`src/rtl/rcpc_pkg.sv`:
```
// ----------------------------------------------------------------------------
// rcpc_pkg
// Shared types and constants for the rounded corner pixel crop pipeline.
// ----------------------------------------------------------------------------
package rcpc_pkg;

  // pixel coordinate width on the input channel
  localparam int COORD_BITS = 13;

  // signed width for rectangle and pixel geometry (rect edge + size fits 17)
  localparam int GEO_W = (COORD_BITS + 1 > 17) ? COORD_BITS + 1 : 17;

  localparam int RAD_W   = 12;              // clamped radius
  localparam int MAG_W   = RAD_W + 1;       // |2*offset+1| in half-pixel units
  localparam int SQ_W    = 2 * MAG_W + 1;   // dx^2 + dy^2
  localparam int SQ_SHL  = 14;              // Q.8 result needs radicand << 14
  localparam int RDC_W   = 42;              // radicand, even width >= SQ_W + SQ_SHL
  localparam int ROOT_W  = RDC_W / 2;
  localparam int REM_W   = ROOT_W + 1;
  localparam int SQRT_SPS = 2;              // root bits resolved per stage
  localparam int SQRT_NS  = (ROOT_W + SQRT_SPS - 1) / SQRT_SPS;

  localparam int PADDR_W = 5;

  typedef struct packed {
    logic [COORD_BITS-1:0] pix_x;
    logic [COORD_BITS-1:0] pix_y;
    logic [31:0]           pixel_in;
  } in_item_t;

  typedef struct packed {
    logic [31:0] pixel_out;
    logic        in_corner;
  } out_item_t;

  typedef struct packed {
    logic signed [13:0]    rect_x;
    logic signed [13:0]    rect_y;
    logic [12:0]           rect_width;
    logic [12:0]           rect_height;
    logic [3:0][RAD_W-1:0] radius;   // top-left, top-right, bottom-left, bottom-right
  } cfg_t;

  // corner geometry result, squared distance still to be rooted
  typedef struct packed {
    logic              flag;
    logic [RAD_W-1:0]  r;
    logic [31:0]       pixel;
    logic [SQ_W-1:0]   sq;
  } geo_t;

  // distance in Q.8 pixels
  typedef struct packed {
    logic              flag;
    logic [RAD_W-1:0]  r;
    logic [31:0]       pixel;
    logic [ROOT_W-1:0] d;
  } dist_t;

endpackage

```
`src/rtl/rcpc_sqrt.sv`:
```
// ----------------------------------------------------------------------------
// rcpc_sqrt
// Pipelined digit-by-digit integer square root, a fixed number of root bits
// resolved per stage.
// ----------------------------------------------------------------------------
module rcpc_sqrt (
  input  logic            clk,
  input  logic            rst_n,
  input  logic            in_valid,
  output logic            in_stall,
  input  rcpc_pkg::geo_t  in_data,
  output logic            out_valid,
  input  logic            out_stall,
  output rcpc_pkg::dist_t out_data
);

  localparam int NS  = rcpc_pkg::SQRT_NS;
  localparam int SPS = rcpc_pkg::SQRT_SPS;
  localparam int QW  = rcpc_pkg::ROOT_W;
  localparam int MW  = rcpc_pkg::REM_W;
  localparam int DW  = rcpc_pkg::RDC_W;

  typedef struct packed {
    logic                       flag;
    logic [rcpc_pkg::RAD_W-1:0] r;
    logic [31:0]                pixel;
  } side_t;

  logic          v_r    [NS];
  logic [MW-1:0] rem_r  [NS];
  logic [QW-1:0] root_r [NS];
  logic [DW-1:0] rad_r  [NS];
  side_t         side_r [NS];
  logic [NS-1:0] hold;

  always_comb begin
    hold[NS-1] = v_r[NS-1] & out_stall;
    for (int k = NS - 2; k >= 0; k--) begin
      hold[k] = v_r[k] & hold[k+1];
    end
  end
  assign in_stall = hold[0];

  for (genvar s = 0; s < NS; s++) begin : g_stage
    logic          v_i;
    logic [MW-1:0] rem_i, rem_nxt;
    logic [QW-1:0] root_i, root_nxt;
    logic [DW-1:0] rad_i, rad_nxt;
    side_t         side_i;

    if (s == 0) begin : g_first
      assign v_i    = in_valid;
      assign rem_i  = '0;
      assign root_i = '0;
      assign rad_i  = DW'({in_data.sq, {rcpc_pkg::SQ_SHL{1'b0}}});
      assign side_i = '{flag: in_data.flag, r: in_data.r, pixel: in_data.pixel};
    end else begin : g_next
      assign v_i    = v_r[s-1];
      assign rem_i  = rem_r[s-1];
      assign root_i = root_r[s-1];
      assign rad_i  = rad_r[s-1];
      assign side_i = side_r[s-1];
    end

    always_comb begin
      logic [MW+1:0] cur, trial;
      rem_nxt  = rem_i;
      root_nxt = root_i;
      rad_nxt  = rad_i;
      for (int j = 0; j < SPS; j++) begin
        if (s * SPS + j < QW) begin
          cur   = {rem_nxt, rad_nxt[DW-1 -: 2]};
          trial = {1'b0, root_nxt, 2'b01};
          if (cur >= trial) begin
            rem_nxt  = MW'(cur - trial);
            root_nxt = {root_nxt[QW-2:0], 1'b1};
          end else begin
            rem_nxt  = cur[MW-1:0];
            root_nxt = {root_nxt[QW-2:0], 1'b0};
          end
          rad_nxt = {rad_nxt[DW-3:0], 2'b00};
        end
      end
    end

    always_ff @(posedge clk) begin
      if (!rst_n) begin
        v_r[s] <= 1'b0;
      end else if (!hold[s]) begin
        v_r[s] <= v_i;
      end
    end

    always_ff @(posedge clk) begin
      if (!hold[s]) begin
        rem_r[s]  <= rem_nxt;
        root_r[s] <= root_nxt;
        rad_r[s]  <= rad_nxt;
        side_r[s] <= side_i;
      end
    end
  end

  assign out_valid      = v_r[NS-1];
  assign out_data.flag  = side_r[NS-1].flag;
  assign out_data.r     = side_r[NS-1].r;
  assign out_data.pixel = side_r[NS-1].pixel;
  assign out_data.d     = root_r[NS-1];

  // partial remainder never exceeds twice the partial root
  for (genvar s = 0; s < NS; s++) begin : g_chk
    a_rem_bound: assert property (@(posedge clk) disable iff (!rst_n)
      v_r[s] |-> ({1'b0, rem_r[s]} <= {1'b0, root_r[s], 1'b0}))
      else $error("sqrt remainder out of bound");
  end

endmodule

```
`config.mk`:
```
export PLATFORM = sky130hd
export DESIGN_NAME = rcpc_sqrt
export DESIGN_NICKNAME = d
export VERILOG_FILES = /design/src/rtl/rcpc_pkg.sv /design/src/rtl/rcpc_sqrt.sv
export SDC_FILE = /design/constraint.sdc
export NUM_CORES = 2
export LEC_CHECK = 0
export BUFFER_PORTS_ARGS = -buffer_cell sky130_fd_sc_hd__buf_2
export CAP_MARGIN = 10
export CORE_MARGIN = 3
export CORE_UTILIZATION = 47
export DETAILED_ROUTE_END_ITERATION = 10
export HOLD_SLACK_MARGIN = 0.12
export PLACE_DENSITY = 0.66
export SYNTH_ARGS = -nofsm -noshare
export SYNTH_HDL_FRONTEND = slang
export SYNTH_SLANG_ARGS = --single-unit
export TNS_END_PERCENT = 20
```
`constraint.sdc`:
```
create_clock -name clk -period 5.9 [get_ports clk]
set_clock_uncertainty 0.1 [all_clocks]
set_input_delay 0.295 -clock clk [delete_from_list [all_inputs] [get_ports clk]]
set_output_delay 0.295 -clock clk [all_outputs]
set_load 0.005 [all_outputs]
```
==> Yosys cells after proc, flatten, opt, wreduce, memory -nomap -nowiden <==
Memories as Yosys holds them, arrays and structs flattened.
Cells that the tools add are included.
W data, S select, Z words.
{ "totals": {"ram_bits": 1419, "output_inout_bits": 68, "word_cells": 156, "input_bits": 76, "memories": 5, "register_bits": 0} }
{ "memory_table": {"columns": ["memory", "depth", "width", "read_ports", "rd_ports_with_merged_regs", "write_ports", "line_no", "rtl"], "rows": [
  ["side_r", 11, 45, 11, 0, 11, "rcpc_sqrt.sv:33", "side_t side_r [NS];"],
  ["rad_r", 11, 40, 10, 0, 11, "rcpc_sqrt.sv:32", "logic [DW-1:0] rad_r [NS];"],
  ["rem_r", 11, 22, 10, 0, 11, "rcpc_sqrt.sv:30", "logic [MW-1:0] rem_r [NS];"],
  ["root_r", 11, 21, 11, 0, 11, "rcpc_sqrt.sv:31", "logic [QW-1:0] root_r [NS];"],
  ["v_r", 11, 1, 11, 0, 11, "rcpc_sqrt.sv:29", "logic v_r [NS];"]
]} }
{ "classes": {"mux": 87, "n_addsub": 21, "n_bitwise": 22, "order_cmp": 21} }
{ "ops": {"columns": ["op", "count"], "rows": [
  ["$mux W22", 21],
  ["$ge A24 B23 Y1", 19],
  ["$sub A22 B22 Y22", 19],
  ["$mux W1", 66],
  ["$ge A24 B3 Y1", 1],
  ["$sub A22 B3 Y22", 1],
  ["$and A1 B1 Y1", 11],
  ["$or A1 B1 Y1", 11],
  ["$sub A1 B1 Y2 const B", 1],
  ["$ge A1 B1 Y1 const B", 1]
]} }

==> Depth between registers and ports, before layout <==
An unclocked memory read counts as a cell.
{ "depth": {"word_depth": 16, "ltp_mapped": 28, "ltp_nobuf": 24} }

==> Least setup slack after synthesis <==
No wires, ideal clock.
{ "synth_timing": {"path_kind": "register -> register", "from": "memory v_r[10][0] (netlist: v_r[5][0])", "to": "memory v_r[2][0] (netlist: v_r[1][0]), data pin", "arrival_time_ps": 6118, "required_time_ps": 5530, "setup_slack_ps": -587, "stages_incl_launch_ff": 9, "setup_ps": 270, "cell_sequence": "edfxtp_1 -> and3_1 -> and3_1 -> clkbuf_1 -> nand3_1 -> nor2_1 -> and2_1 -> nand2_1 -> and3_1"} }
{ "synth_rtl": {"columns": ["item", "line_no"], "rows": [
  ["start: declaration", "rcpc_sqrt.sv:29"]
]} }

==> qor.csv <==
stage,metric,value,unit
run_status,outcome,"complete, no violations",
route,finalWirelength,88500,µm
worst_setup_path,cp-endpoint,rem_r[9][3]$_DFFE_PN_,
route,vias,26094,
pwr,clkPwrFrac,0.276,
yosys,ys.flop_type,edfxtp_1,
yosys,synthSimpleGateAreaFrac,0.0983,
worst_setup_path,worstPathRequired,6.21,ns
worst_setup_path,max_stage_delay,0.42,ns
yosys,synth-compound-area-share,0.0908,
final_layout,stdcell_area,0.0501,mm²
pwr,p_leak,0.0201,µW
global_routing,grt_max_degree,68,
floorplanning,die_area,0.0953,mm²
worst_setup_path,critPathTopFamily,compound AO/OA/AOI/OAI gates,
yosys,synthTopCellsByArea,"edfxtp_1, ha_1, xnor2_1",
yosys,synth.mux.area_fraction,0.0224,
clock_tree,clk_pin_slew,0.06,ns
yosys,synth_top_area_frac,0.641,
yosys,synth_cells,3224,
sta,fin_ws,0.265,ns
global_routing,grt_pass1_wl,139000,µm
sta,final_max_slew_viol_count,0,
placement,place_ws,-0.409,ns
global_routing,grt_overflow,0,
pwr,p_seq_frac,0.422,
final_layout,drive_gt1_frac,0.149,
sta,hold_viol,0,
hold_path,hp-start,in_data[33],
yosys,ys_seq_elements,921,
sta,setup_violations,0,
sta,relSlewSlack,0.318,
global_routing,grt_usage,0.186,
worst_setup_path,rrSetupSlack,0.26,ns
worst_setup_path,worst-path-stages,26,
worst_setup_path,cp_slowest_cell,fa_2,
clock_tree,cts_sinks,921,
pwr,intPower,14700,µW
route,drcViolationCount,0,
final_layout,layout_common_cells,"edfxtp_1, ha_1, inv_1, nor2_1, a21oi_1",
yosys,synth.avg_cell_area,13.4,µm²
floorplanning,die_h,309,µm
placement,gp_congestion,0.870,
yosys,syn_nets,3536,
floorplanning,die-width,309,µm
clock_tree,clk_path_buf_depth,3,
yosys,synth_xor_area_frac,0.0527,
worst_setup_path,critPathCaptureType,flop,
clock_tree,numCtsBuffers,96,
yosys,async_reset_ff_frac,0,
worst_setup_path,r2r_start,root_r[8][0]$_DFFE_PN_,
yosys,syn-cell-area,0.0431,mm²
global_routing,antenna_found_initial,11,
clock_tree,tritoncts,built,
final_layout,layout_commonest_cell,edfxtp_1,
final_layout,area_growth,16.3,%
route,ant_nets,0,
pwr,power_density,423,mW/mm²
route,first_pass_iters,5,
yosys,yosysWarnings,0,
final_layout,finalNetCount,3923,
yosys,synth_largest_area_cell,edfxtp_1,
floorplanning,num_io_pins,144,
sta,worst_pin_slew,1.02,ns
yosys,ys_seq_area_frac,0.642,
global_routing,grt_pass1_vias,25652,
worst_setup_path,crit_fanout,5,
sta,min_period_over_period,0.955,
pwr,power.share.combinational,0.302,
worst_setup_path,r2r-end,rem_r[9][3]$_DFFE_PN_,
placement,port-buffer-count,143,
worst_setup_path,crit_start,root_r[8][0]$_DFFE_PN_,
placement,place_area,0.0459,mm²
yosys,synthAdderAreaFrac,0.0693,
worst_setup_path,cp_data_arrival_time,5.95,ns
pwr,swShare,0.308,
placement,dpl.hpwl,63600,µm
yosys,synth_top_family_by_area,simple AND/OR/NAND/NOR gates,
worst_setup_path,worstSetupPathType,flop to flop,
worst_setup_path,cpMostUsedCell,o21ai_1,
pwr,irDropWorstVdd,0.000267,V
route,routedWlPerCell,18.2,µm
yosys,yosysUniqueCellTypes,89,
sta,timing.final.crit_period,5.64,ns
route,drt-initial-drc-count,2004,
worst_setup_path,worst_r2r_path_depth,26,
flow_run,drv_cap,0,
sta,max_freq,0.177,GHz
floorplanning,row_count,110,
hold_path,min_path_type,primary input to flop,
final_layout,fin_util,0.554,
floorplanning,core_area,0.0904,mm²
clock_tree,clock_latency,0.67,ns
pwr,p_sw,6510,µW
placement,dp_cells,4598,
sta,setup_tns,0,ns
yosys,synth_edf_count,920,
floorplanning,start_util,0.476,
worst_setup_path,timing.critical_path.buf_inv,4,
clock_tree,root_buffer,clkbuf_16,
final_layout,instances_no_fill,4862,
worst_setup_path,worst_setup_path_start_kind,flop,
final_layout,n_fill_cell,7305,
route,via_per_inst,5.37,
clock_tree,cts.htree.levels,3,
## final cells by class
cell class / count / area [µm²] / share of cell area
Clock inverter: 58 / 614 / 0.0123
Multi-Input combinational cell: 2026 / 14600 / 0.291
Timing Repair Buffer: 344 / 2440 / 0.0488
Clock buffer: 113 / 2490 / 0.0497
Tap cell: 1176 / 1470 / 0.0294
Inverter: 222 / 847 / 0.0169
Antenna cell: 2 / 5.00 / 0.0000999
Sequential cell: 921 / 27600 / 0.552
## cell usage after synthesis, drive strengths merged (34+ instances only)
master  number
a21o        62
a21oi      196
clkbuf      44
edfxtp     920
ha         232
inv        219
mux2        72
nand2      195
nand3       60
nor2       212
nor2b       34
nor3        67
o21a        41
o21ai      140
xnor2      174
xor2        85
## through the flow
stage	hold slack (ns)	power, µW
floorplan	0.294	13500
global placement	0.300	15100
detailed placement	0.305	15200
CTS	0.155	21200
global route	0.193	22400
finish	0.231	21200
## state kept, by name, summed over array words and instances, names as in the netlist
register / cells
v_r: 11
rad_r: 84
rem_r: 200
side_r: 495
root_r: 131
## how the worst min path moves through the flow
stage                               to  slack [ns]  depth (start not counted)
2_1_floorplan   rad_r[0][16]$_DFFE_PN_        0.29                          0
3_3_place_gp   side_r[5][37]$_DFFE_PN_        0.30                          0
3_5_place_dp    rad_r[1][26]$_DFFE_PN_        0.30                          0
4_1_cts        side_r[0][12]$_DFFE_PN_        0.16                          2
5_1_grt        side_r[0][20]$_DFFE_PN_        0.19                          2
6_report        side_r[0][6]$_DFFE_PN_        0.23                          2
## what timing repair did
| action | in CTS | in global routing |
|---|---|---|
| endpoints found under the setup margin | 21 | 43 |
| hold endpoints to repair | 108 | 0 |
| buffers inserted | 10 | 2 |
| gates resized for setup | 14 | 28 |
| cloned | 1 | 0 |
| hold buffers | 78 | 0 |
| pin swaps | 4 | 16 |
## cell families (layout without fill, tap and decap cells)
logic type	Yosys count	after routing
flip-flops	921	921
AND/OR/NAND/NOR	824	824
AO/OA/AOI/OAI	620	620
buffers and inverters	277	737
XOR/XNOR	259	259
adder cells (fa/ha/maj)	236	236
multiplexers	87	87
other	0	2
## metal layers
metal / track usage / routed length (µm)
met1: 0.255 / 40100
met2: 0.303 / 41100
met3: 0.0294 / 4560
met4: 0.0654 / 2670
met5: 0 / 13
## power by group through the flow
stage                     logic [µW]  clock network (µW)  registers (µW)
final                           6390                5850            8930
after global routing            7120                6280            9020
after CTS                       6290                6020            8930
after detailed placement        6120                   0            9060
after global placement          6060                   0            9040
after floorplan                 4700                   0            8780
(Power assumes the default switching activity.)
