===== src/rtl/rcpc_pkg.sv =====
// ----------------------------------------------------------------------------
// rcpc_pkg
// Shared types and constants for the rounded corner pixel crop pipeline.
// ----------------------------------------------------------------------------
package rcpc_pkg;

  // pixel coordinate width on the input channel
  localparam int COORD_BITS = 13;

  // signed width for rectangle and pixel geometry (rect edge + size fits 17)
  localparam int GEO_W = (COORD_BITS + 1 > 17) ? COORD_BITS + 1 : 17;

  localparam int RAD_W   = 12;              // clamped radius
  localparam int MAG_W   = RAD_W + 1;       // |2*offset+1| in half-pixel units
  localparam int SQ_W    = 2 * MAG_W + 1;   // dx^2 + dy^2
  localparam int SQ_SHL  = 14;              // Q.8 result needs radicand << 14
  localparam int RDC_W   = 42;              // radicand, even width >= SQ_W + SQ_SHL
  localparam int ROOT_W  = RDC_W / 2;
  localparam int REM_W   = ROOT_W + 1;
  localparam int SQRT_SPS = 2;              // root bits resolved per stage
  localparam int SQRT_NS  = (ROOT_W + SQRT_SPS - 1) / SQRT_SPS;

  localparam int PADDR_W = 5;

  typedef struct packed {
    logic [COORD_BITS-1:0] pix_x;
    logic [COORD_BITS-1:0] pix_y;
    logic [31:0]           pixel_in;
  } in_item_t;

  typedef struct packed {
    logic [31:0] pixel_out;
    logic        in_corner;
  } out_item_t;

  typedef struct packed {
    logic signed [13:0]    rect_x;
    logic signed [13:0]    rect_y;
    logic [12:0]           rect_width;
    logic [12:0]           rect_height;
    logic [3:0][RAD_W-1:0] radius;   // top-left, top-right, bottom-left, bottom-right
  } cfg_t;

  // corner geometry result, squared distance still to be rooted
  typedef struct packed {
    logic              flag;
    logic [RAD_W-1:0]  r;
    logic [31:0]       pixel;
    logic [SQ_W-1:0]   sq;
  } geo_t;

  // distance in Q.8 pixels
  typedef struct packed {
    logic              flag;
    logic [RAD_W-1:0]  r;
    logic [31:0]       pixel;
    logic [ROOT_W-1:0] d;
  } dist_t;

endpackage


===== src/rtl/rcpc_cover.sv =====
// ----------------------------------------------------------------------------
// rcpc_cover
// Smoothstep coverage over the one-pixel band and channel scaling.
// ----------------------------------------------------------------------------
module rcpc_cover (
  input  logic                clk,
  input  logic                rst_n,
  input  logic                in_valid,
  output logic                in_stall,
  input  rcpc_pkg::dist_t     in_data,
  output logic                out_valid,
  input  logic                out_stall,
  output rcpc_pkg::out_item_t out_data
);

  localparam int QW = rcpc_pkg::ROOT_W;
  localparam int PW = 26;   // t^2 * (768 - 2t)

  typedef enum logic [1:0] {
    KEEP_FULL,
    KEEP_ZERO,
    KEEP_BAND
  } keep_mode_t;

  // stage 1: band compare
  logic       v1_r, flag1_r;
  keep_mode_t mode1_r, mode1_nxt;
  logic [7:0] t1_r, t1_nxt;
  logic [31:0] pix1_r;

  always_comb begin
    logic [QW-1:0] lo, hi, diff;
    lo   = {1'b0, in_data.r, 8'd0} - QW'(128);
    hi   = {1'b0, in_data.r, 8'd0} + QW'(128);
    diff = in_data.d - lo;
    t1_nxt = diff[7:0];
    if (!in_data.flag || in_data.d <= lo) begin
      mode1_nxt = KEEP_FULL;
    end else if (in_data.d >= hi) begin
      mode1_nxt = KEEP_ZERO;
    end else begin
      mode1_nxt = KEEP_BAND;
    end
  end

  // stage 2: t^2 and 3 - 2t term
  logic        v2_r, flag2_r;
  keep_mode_t  mode2_r;
  logic [15:0] tt2_r;
  logic [9:0]  w2_r;
  logic [31:0] pix2_r;

  // stage 3: cubic product
  logic          v3_r, flag3_r;
  keep_mode_t    mode3_r;
  logic [PW-1:0] p3_r;
  logic [31:0]   pix3_r;

  // stage 4: keep fraction, Q1.8
  logic        v4_r, flag4_r;
  logic [8:0]  keep4_r, keep4_nxt;
  logic [31:0] pix4_r;

  always_comb begin
    logic [PW:0]   cs;
    logic [PW-16:0] cut;
    cs  = {1'b0, p3_r} + (PW+1)'(32768);
    cut = cs[PW:16];
    case (mode3_r)
      KEEP_FULL: keep4_nxt = 9'd256;
      KEEP_ZERO: keep4_nxt = 9'd0;
      KEEP_BAND: keep4_nxt = (cut > (PW-15)'(256)) ? 9'd0 : 9'd256 - cut[8:0];
      default:   keep4_nxt = 9'd256;
    endcase
  end

  // stage 5: output register
  logic                v5_r;
  rcpc_pkg::out_item_t out5_r, out5_nxt;

  always_comb begin
    logic [15:0] prod;
    out5_nxt.in_corner = flag4_r;
    for (int c = 0; c < 4; c++) begin
      prod = 16'(pix4_r[8*c +: 8]) * 16'(keep4_r) + 16'd128;
      out5_nxt.pixel_out[8*c +: 8] = prod[15:8];
    end
  end

  logic [4:0] hold;
  assign hold[4]  = v5_r & out_stall;
  assign hold[3]  = v4_r & hold[4];
  assign hold[2]  = v3_r & hold[3];
  assign hold[1]  = v2_r & hold[2];
  assign hold[0]  = v1_r & hold[1];
  assign in_stall = hold[0];

  always_ff @(posedge clk) begin
    if (!rst_n) begin
      v1_r <= 1'b0;
      v2_r <= 1'b0;
      v3_r <= 1'b0;
      v4_r <= 1'b0;
      v5_r <= 1'b0;
    end else begin
      if (!hold[0]) v1_r <= in_valid;
      if (!hold[1]) v2_r <= v1_r;
      if (!hold[2]) v3_r <= v2_r;
      if (!hold[3]) v4_r <= v3_r;
      if (!hold[4]) v5_r <= v4_r;
    end
  end

  always_ff @(posedge clk) begin
    if (!hold[0]) begin
      flag1_r <= in_data.flag;
      mode1_r <= mode1_nxt;
      t1_r    <= t1_nxt;
      pix1_r  <= in_data.pixel;
    end
    if (!hold[1]) begin
      flag2_r <= flag1_r;
      mode2_r <= mode1_r;
      tt2_r   <= t1_r * t1_r;
      w2_r    <= 10'd768 - {1'b0, t1_r, 1'b0};
      pix2_r  <= pix1_r;
    end
    if (!hold[2]) begin
      flag3_r <= flag2_r;
      mode3_r <= mode2_r;
      p3_r    <= tt2_r * w2_r;
      pix3_r  <= pix2_r;
    end
    if (!hold[3]) begin
      flag4_r <= flag3_r;
      keep4_r <= keep4_nxt;
      pix4_r  <= pix3_r;
    end
    if (!hold[4]) begin
      out5_r <= out5_nxt;
    end
  end

  assign out_valid = v5_r;
  assign out_data  = out5_r;

  // inside the band t is never zero
  a_band_t: assert property (@(posedge clk) disable iff (!rst_n)
    v1_r && mode1_r == KEEP_BAND |-> t1_r != 8'd0)
    else $error("band offset is zero");

endmodule


===== config.mk =====
export PLATFORM = sky130hd
export DESIGN_NAME = rcpc_cover
export DESIGN_NICKNAME = d
export VERILOG_FILES = /design/src/rtl/rcpc_pkg.sv /design/src/rtl/rcpc_cover.sv
export SDC_FILE = /design/constraint.sdc
export NUM_CORES = 1
export LEC_CHECK = 0
export ABC_AREA = 1
export BUFFER_PORTS_ARGS = -buffer_cell sky130_fd_sc_hd__buf_2
export CAP_MARGIN = 20
export CORE_MARGIN = 1
export CORE_UTILIZATION = 45
export DETAILED_ROUTE_END_ITERATION = 16
export HOLD_SLACK_MARGIN = 0.12
export PLACE_DENSITY = 0.66
export SKIP_CTS_REPAIR_TIMING = 1
export SYNTH_ARGS = -nofsm -noshare
export SYNTH_HDL_FRONTEND = slang
export SYNTH_SLANG_ARGS = --single-unit

===== constraint.sdc =====
create_clock -name clk -period 5.4 [get_ports clk]
set_input_delay 0.81 -clock clk [delete_from_list [all_inputs] [get_ports clk]]
set_output_delay 0.81 -clock clk [all_outputs]
set_load 0.01 [all_outputs]

# After elaboration in Yosys (flattened, before gate mapping)
# Index checks and enable logic that the tools add are counted.
dict set report word_totals {
  reg_bits 245
  output_inout_bits 35
  wordCells 54
  input_bits 70
}
dict set report classes {
  muxes 3
  add_sub_neg 10
  multipliers 6
  bitwise 5
  reduce_logical 2
  n_eq_ne 2
  order_cmp 3
}
# operator count
set op_table {}
lappend op_table {{16-bit by 8-bit adder with 16-bit output (second input constant)} 4}
lappend op_table {{8-bit by 9-bit multiplier with 16-bit output} 4}
lappend op_table {{26-bit by 16-bit adder with 27-bit output (second input constant)} 1}
lappend op_table {{16-bit by 10-bit multiplier with 26-bit output} 1}
lappend op_table {{20-bit by 8-bit adder with 21-bit output (second input constant)} 1}
lappend op_table {{21-bit greater-or-equal comparator} 1}
lappend op_table {{21-bit <= comparator} 1}
lappend op_table {{20-bit by 8-bit subtractor with 21-bit output (second input constant)} 1}
lappend op_table {{9-bit case mux with 2 select lines} 1}
lappend op_table {{8-bit by 8-bit multiplier with 16-bit output} 1}
lappend op_table {{11-bit by 9-bit greater-than comparator with 1-bit output (second input constant)} 1}
lappend op_table {{10-bit by 9-bit subtractor with 10-bit output (first input constant)} 1}
lappend op_table {{9-bit two-way mux} 1}
lappend op_table {{9-bit subtractor (first input constant)} 1}
lappend op_table {{8-bit subtractor} 1}
lappend op_table {{1-bit AND} 5}
lappend op_table {{2-bit by 1-bit == test with 1-bit output (second input constant)} 1}
lappend op_table {{2-bit == test (second input constant)} 1}
lappend op_table {{2-bit two-way mux} 1}
lappend op_table {{1-bit zero test} 1}
lappend op_table {{1-bit logical OR} 1}

# Longest topological paths before layout
# Gate-level depths: netlist of run 1.
dict set report logic_depth {
  word_depth 5
  ltp_mapped 24
  mapped_depth_nobuf 22
}

# Worst setup path after synthesis of run 1
# Ideal clock, no wire load.
dict set report synth_path {
  path_type {input to output}
  from {input out_stall}
  to {output in_stall}
  path_stages 8
  slack_ps -410
  t_required_ps 4590
  n_path_buf 0
  arrival_time_ps 5000
  cell_sequence {nand2_1 -> nor2_1 -> inv_1 -> nor2_1 -> inv_1 -> nor2_1 -> nand2_1 -> inv_1}
}
dict set report synth_via {
  elab_chain_len 5
}
# item line
set synth_rtl {}
lappend synth_rtl {{from (decl)} rcpc_cover.sv:12} ;# input logic out_stall,
lappend synth_rtl {{1-bit AND} rcpc_cover.sv:91} ;# assign hold[4] = v5_r & out_stall;
lappend synth_rtl {{1-bit AND} rcpc_cover.sv:92} ;# assign hold[3] = v4_r & hold[4];
lappend synth_rtl {{1-bit AND} rcpc_cover.sv:93} ;# assign hold[2] = v3_r & hold[3];
lappend synth_rtl {{1-bit AND} rcpc_cover.sv:94} ;# assign hold[1] = v2_r & hold[2];
lappend synth_rtl {{1-bit AND} rcpc_cover.sv:95} ;# assign hold[0] = v1_r & hold[1];
lappend synth_rtl {{to (decl)} rcpc_cover.sv:9} ;# output logic in_stall,
# No other way between the ends.

# Worst setup path after layout of run 1
dict set report layout_path {
  from {register w2_r[6]}
  to {register p3_r[25], data pin}
}
dict set report layout_via {
  elab_chain_len 1
}
# item line
set layout_rtl {}
lappend layout_rtl {{from (decl)} rcpc_cover.sv:50} ;# logic [9:0] w2_r;
lappend layout_rtl {{from (signal assigned)} rcpc_cover.sv:125} ;# w2_r <= 10'd768 - {1'b0, t1_r, 1'b0};
lappend layout_rtl {{16-bit by 10-bit multiplier with 26-bit output} rcpc_cover.sv:131} ;# p3_r <= tt2_r * w2_r;
lappend layout_rtl {{to (signal assigned)} rcpc_cover.sv:131}
lappend layout_rtl {{to (decl)} rcpc_cover.sv:56} ;# logic [PW-1:0] p3_r;
# No other way between the ends.
# A chain may end at the register's enable or synchronous reset.

==> impl_metrics.py, run 1 <==
metrics = {
    "outcome": {
        "status": "complete, no violations",
    },
    "clocking": {
        "clock_path_buffers": 3,
        "cts_tree": "done",
        "htree_levels": 1,
        "clock_sinks": 227,
        "cts_buffers": 28,
        "clk_pin_slew_ps": 60,
        "root_buffer": "clkbuf_16",
        "clk_latency_ps": 570,
    },
    "setup_path": {
        "slowest_stage": "edfxtp_1",
        "worst_ep_required_time_ps": 5720,
        "cpLargestDelayFamily": "adder cells",
        "worstSetupEndpointType": "flip-flop",
        "crit_type": "flip-flop to flip-flop",
        "cp_max_fo": 15,
        "cp_cell_sequence": "nand2_1, fa_1, fa_1, inv_1, fa_1, inv_1, fa_1, inv_1, ha_1, ha_1, nand2_1, inv_1, a21boi_0, nor2_1, nor2_1, nand3_1, nand2_1, nand2_1",
        "arrival_ps": 5240,
        "cp_num_buf_inv": 4,
        "critPathMaxStageDelay_ps": 710,
        "critPathLaunchType": "flip-flop",
    },
    "routing": {
        "via_count": 16500,
        "routedWlPerCell_microns": 14.5,
        "drtIter0Drc": 1031,
        "first_pass_iters": 6,
        "drt_wl_total_microns": 49400,
        "drc": 0,
        "antenna_left": 0,
        "vias_per_cell": 4.82,
    },
    "placement": {
        "numPortBuffers": 104,
        "gp_congestion": 0.887,
        "place_hpwl_microns": 40200,
        "post-place-ws_ps": 527,
    },
    "floorplan": {
        "core_sq_um": 51600,
        "rows": 83,
        "ios": 105,
        "die_w_microns": 231,
        "die_area_sq_um": 53500,
        "start_util_pct": 45.9,
        "die_y_microns": 231,
    },
    "sta": {
        "slew_headroom_pct": 34.1,
        "rsz0062_at_grt": "no",
        "finClkSkew_ps": 12.5,
        "worst_pin_slew_ps": 987,
        "whs_ps": 411,
        "drv_slew": 0,
        "fmax_ghz": 0.203,
        "hold_viol": 0,
        "fin_crit_ps": 4920,
        "finalWorstSetupSlack_ps": 479,
        "fin_setup_tns_ps": 0,
        "fin_crit_sh_pct": 91.1,
        "setup_viol": 0,
    },
    "power": {
        "seqPwrFrac_pct": 19.8,
        "p_per_area_nw_per_um2": 546,
        "p_leak_uw": 0.0145,
        "ir_drop_uv": 816,
        "switchingPower_uw": 6890,
        "pwr-share-clk_pct": 12.8,
        "pwr-share-comb_pct": 67.4,
        "finalPower_uw": 14100,
        "internal_power_uw": 7210,
        "switching_share_pct": 48.9,
    },
    "global_route": {
        "grt_max_degree": 48,
        "grt_pass1_wl_microns": 83200,
        "grt_pass1_vias": 17200,
        "grt_usage_pct": 19.3,
        "grt-ovfl-total": 0,
        "antenna_found_initial": 1,
    },
    "synthesis": {
        "synth_cell_types": 37,
        "ys_ff_latch": 227,
        "synth.avg_cell_area_sq_um": 8.94,
        "syn_inst": 2648,
        "synthesis.area_sq_um": 23700,
        "ys_seq_area_share_pct": 28.6,
        "synth_warnings": 0,
        "synth_nets": 3264,
    },
    "cells_and_area": {
        "antenna_cells": 0,
        "final_util_pct": 50.0,
        "layout-area-overhead-vs-synth_pct": 9.00,
        "layout-drive-gt1-share_pct": 7.49,
        "ff_latch_area_sq_um": 6770,
        "multiInputGateArea_sq_um": 14000,
        "nets": 3333,
        "fill_cells": 4706,
    },
    "worst_hold_path": {
        "hp-class": "flip-flop to flip-flop",
    },
    "run": {
        "cap_violations": 0,
    },
}
logic make-up (layout without fill, tap and decap cells):
group | count (synthesis) | after routing | synth area share [%]
xor+xnor | 83 | 83 | 3.07
simple gates | 873 | 873 | 15.0
compound gates | 152 | 152 | 3.65
fa+ha+maj | 546 | 546 | 37.5
buf+inv | 767 | 856 | 12.2
flops | 227 | 227 | 28.6
power by group through the flow:
stage / clock network, uW / registers, uW / logic (uW)
after floorplan: 0 / 2620 / 7350
after global placement: 0 / 2820 / 9580
after detailed placement: 0 / 2820 / 9570
after CTS: 1850 / 2790 / 9690
after global routing: 1920 / 2820 / 11200
final: 1800 / 2790 / 9510
sequential cells by signal (all words and copies together), names as in the netlist, 2 cells and up:
register	cells
out_data	33
pix1_r	32
pix2_r	32
pix3_r	32
pix4_r	32
tt2_r	15
p3_r	11
keep4_r	9
t1_r	8
w2_r	8
mode1_r	2
mode2_r	2
mode3_r	2
area by class of cell:
type                            instances  share of cell area, %
Sequential cell                       227                   26.2
Inverter                              676                   9.85
Clock inverter                         20                  0.737
Clock buffer                           30                   2.74
Multi-Input combinational cell       1654                   54.4
Tap cell                              680                   3.30
Timing Repair Buffer                  130                   2.77
cell usage in the layout, fill, tap and decap left out, drive strengths merged, types with 4 or more instances in the layout:
master	synthesis	layout
a211oi	5	5
a21o	8	8
a21oi	81	81
and3	4	4
buf	6	130
clkbuf	85	30
clkinv	0	13
dfxtp	5	5
edfxtp	222	222
fa	274	274
ha	272	272
inv	676	679
nand2	665	665
nand3	52	52
nand4	20	20
nor2	110	110
nor3	17	17
o211ai	4	4
o21a	8	8
o21ai	30	30
o21bai	12	12
xnor2	31	31
xor2	52	52
per-stage QoR:
| stage | area, sq um | cells |
|---|---|---|
| floorplan | 23700 | 2648 |
| global placement | 24900 | 3367 |
| detailed placement | 24900 | 3367 |
| CTS | 25800 | 3417 |
| global route | 25800 | 3417 |
| finish | 25800 | 3417 |
routing by layer:
layer	GRT usage [%]	up-vias	part of all wire, %
li1	-	8145	-
met1	25.4	7899	45
met2	33.6	355	48
met3	2.13	72	4.6
met4	4.97	2	2.3
met5	0	-	0.020
final timing paths:
| check | cells after the start | slack [ps] | start | to |
|---|---|---|---|---|
| max reg2reg | 18 | 480 | w2_r[6]$_DFFE_PN_ | p3_r[25]$_DFFE_PN_ |
| max | 18 | 480 | w2_r[6]$_DFFE_PN_ | p3_r[25]$_DFFE_PN_ |
| min reg2reg | 0 | 410 | pix3_r[28]$_DFFE_PN_ | pix4_r[28]$_DFFE_PN_ |
| min | 0 | 410 | pix3_r[28]$_DFFE_PN_ | pix4_r[28]$_DFFE_PN_ |
cell usage after synthesis, drive strengths merged:
cell type,number,area share (%)
a211oi,5,0.16
a21boi,2,0.063
a21o,8,0.25
a21oi,81,1.7
a31oi,1,0.026
and3,4,0.11
buf,6,0.095
clkbuf,85,1.4
dfxtp,5,0.42
edfxtp,222,28
fa,274,23
ha,272,14
inv,676,11
nand2,665,11
nand3,52,1.1
nand3b,3,0.095
nand4,20,0.53
nor2,110,2.0
nor3,17,0.38
nor4,2,0.053
o211ai,4,0.13
o21a,8,0.25
o21ai,30,0.63
o21bai,12,0.38
o221ai,1,0.037
xnor2,31,1.1
xor2,52,1.9
Power figures use the tool's default switching activity.
==> inputs of run 2 (changes only) <==
--- a/config.mk
+++ b/config.mk
@@ -15,2 +15,3 @@
 export PLACE_DENSITY = 0.66
+export RECOVER_POWER = 50
 export SKIP_CTS_REPAIR_TIMING = 1
--- a/constraint.sdc
+++ b/constraint.sdc
@@ -3,2 +3,2 @@
 set_output_delay 0.81 -clock clk [all_outputs]
-set_load 0.01 [all_outputs]
+set_load 0.005 [all_outputs]
==> run 2 against run 1 <==
The run now ends with max-capacitance violations, max-slew violations left. Clock skew increased by 22 ps. Die area unchanged. Critical path depth grew 5. Non-clock buffer count shrank 4. Largest cell class unchanged.
==> impl_metrics.py, run 2 (synthesis gave the netlist of run 1 again) <==
metrics = {
    "sta": {
        "fin_crit_ps": 4910,
        "slew_headroom_pct": -46.4,
        "worst_pin_slew_ps": 2200,
        "setup_viol": 0,
        "finClkSkew_ps": 34.2,
        "fmax_ghz": 0.204,
        "drv_slew": 36,
        "fin_setup_tns_ps": 0,
        "rsz0062_at_grt": "no",
        "fin_crit_sh_pct": 90.9,
        "hold_viol": 0,
    },
    "cells_and_area": {
        "final_cell_mix": "inv_1 (672), nand2_1 (653), fa_1 (274)",
        "final_util_pct": 50.2,
        "antenna_cells": 0,
        "fill_cells": 4720,
        "layout-area-overhead-vs-synth_pct": 9.32,
        "mostFrequentLayoutCell": "inv_1",
        "largest_register_ffs": 33,
        "nets": 3329,
        "layout-drive-gt1-share_pct": 6.14,
    },
    "clocking": {
        "clock_sinks": 227,
        "clk_pin_slew_ps": 70,
        "cts_tree": "done",
        "root_buffer": "clkbuf_16",
        "clk_latency_ps": 590,
        "cts_buffers": 28,
        "htree_levels": 1,
        "clock_path_buffers": 3,
    },
    "setup_path": {
        "cp_max_fo": 13,
        "cp_cell_sequence": "buf_4, nand2_1, fa_1, inv_1, fa_1, inv_1, fa_1, inv_1, fa_1, ha_1, ha_1, nand2_1, inv_1, nand3_1, nand2_1, nand2_1, nand2_1, nand2_1, nand2_1, nand2_1, nand2_1, nand2_1, nand2_1",
        "worst_ep_required_time_ps": 5730,
        "crit_path_frequent_cell": "nand2_1",
        "worstSetupStartpoint": "tt2_r[0]$_DFFE_PN_",
        "reg2regPathDepth": 23,
        "crit_type": "flip-flop to flip-flop",
        "r2r_end": "p3_r[19]$_DFFE_PN_",
        "arrival_ps": 5240,
        "critPathLaunchType": "flip-flop",
        "rrSetupSlack_ps": 490,
        "critPathMaxStageDelay_ps": 660,
        "r2r-start": "tt2_r[0]$_DFFE_PN_",
        "slowest_stage": "edfxtp_1",
        "worstSetupEndpointType": "flip-flop",
    },
    "worst_hold_path": {
        "worstHoldStart": "in_data[36]",
        "holdPathStages": 1,
        "hold_end": "pix1_r[15]$_DFFE_PN_",
        "hp-class": "input pin to flip-flop",
    },
    "global_route": {
        "grt_pass1_vias": 17100,
        "gr-usage-met1_pct": 25.9,
        "grt_use_met2_pct": 32.7,
        "grtUsageMet3_pct": 2.28,
        "top_usage_layer": "met2",
        "grt-ovfl-total": 0,
        "grt_pass1_wl_microns": 83000,
        "grt_max_degree": 48,
        "grt_usage_pct": 19.0,
        "antenna_found_initial": 2,
    },
    "routing": {
        "via_count": 16600,
        "antenna_left": 0,
        "drt_wl_total_microns": 48900,
        "drc": 0,
        "drtIter0Drc": 790,
        "first_pass_iters": 7,
        "vias_per_cell": 4.87,
        "routedWlPerCell_microns": 14.3,
    },
    "floorplan": {
        "start_util_pct": 45.9,
        "die_area_sq_um": 53500,
        "die_y_microns": 231,
        "ios": 105,
        "die_w_microns": 231,
        "rows": 83,
        "core_sq_um": 51600,
    },
    "outcome": {
        "status": "finished, violations left",
        "violations": "max-capacitance violations, max-slew violations",
    },
    "power": {
        "p_leak_uw": 0.0145,
        "p_per_area_nw_per_um2": 558,
        "ir_drop_uv": 801,
    },
    "run": {
        "cap_violations": 1,
    },
    "placement": {
        "numPortBuffers": 104,
        "place_hpwl_microns": 39700,
        "gp_congestion": 0.875,
    },
}
-- run 2: changes by cell type in the layout (fill, tap and decap cells not counted), sizes merged --
cell,delta
clkbuf,+38
buf,-43
inv,+2
bufinv,+4
clkinvlp,+3
clkinv,-6
-- run 2: routing by layer --
metal,up-vias,part of all wire (%)
met4,4,1.7
met2,427,48
met5,-,0.053
met1,8010,45
li1,8136,-
met3,61,5.2
-- run 2: worst max-delay path by stage --
stage	slack, ps	cells past startpoint	end
finish	490	23	p3_r[19]$_DFFE_PN_
global route	180	22	p3_r[23]$_DFFE_PN_
CTS	480	23	p3_r[19]$_DFFE_PN_
detailed placement	500	23	p3_r[19]$_DFFE_PN_
global placement	570	23	p3_r[23]$_DFFE_PN_
floorplan	5	7	flag2_r$_DFFE_PN_
-- run 2: metrics by stage --
step	instance area, sq um	power, uW	hold slack, ps	worst slack, ps	cells
floorplan	23700	9950	400	5.02	2648
global placement	24900	12200	400	566	3363
detailed placement	24900	12400	405	502	3363
CTS	25900	14500	362	484	3415
global route	25900	16000	370	178	3415
finish	25900	14400	395	492	3415
-- run 2: area by class of cell --
| class | count | area (sq um) | area share (%) |
|---|---|---|---|
| Clock buffer | 29 | 704 | 2.72 |
| Clock inverter | 23 | 342 | 1.32 |
| Inverter | 676 | 2540 | 9.80 |
| Multi-Input combinational cell | 1654 | 14000 | 54.2 |
| Sequential cell | 227 | 6770 | 26.1 |
| Tap cell | 680 | 851 | 3.29 |
| Timing Repair Buffer | 126 | 647 | 2.50 |
-- run 2: critical path, delay by kind of cell (launching register included) --
family                     cells  cell delay (ps)
adders and majority gates      6             2670
buffers and inverters          5              430
DFF                            1              660
and+or+nand+nor               12              900
-- run 2: where the power goes --
group	switching [uW]	leakage (uW)	internal (uW)
Combinational	5910	0.0115	3660
Clock	810	0.000492	1260
Sequential	309	0.00244	2480
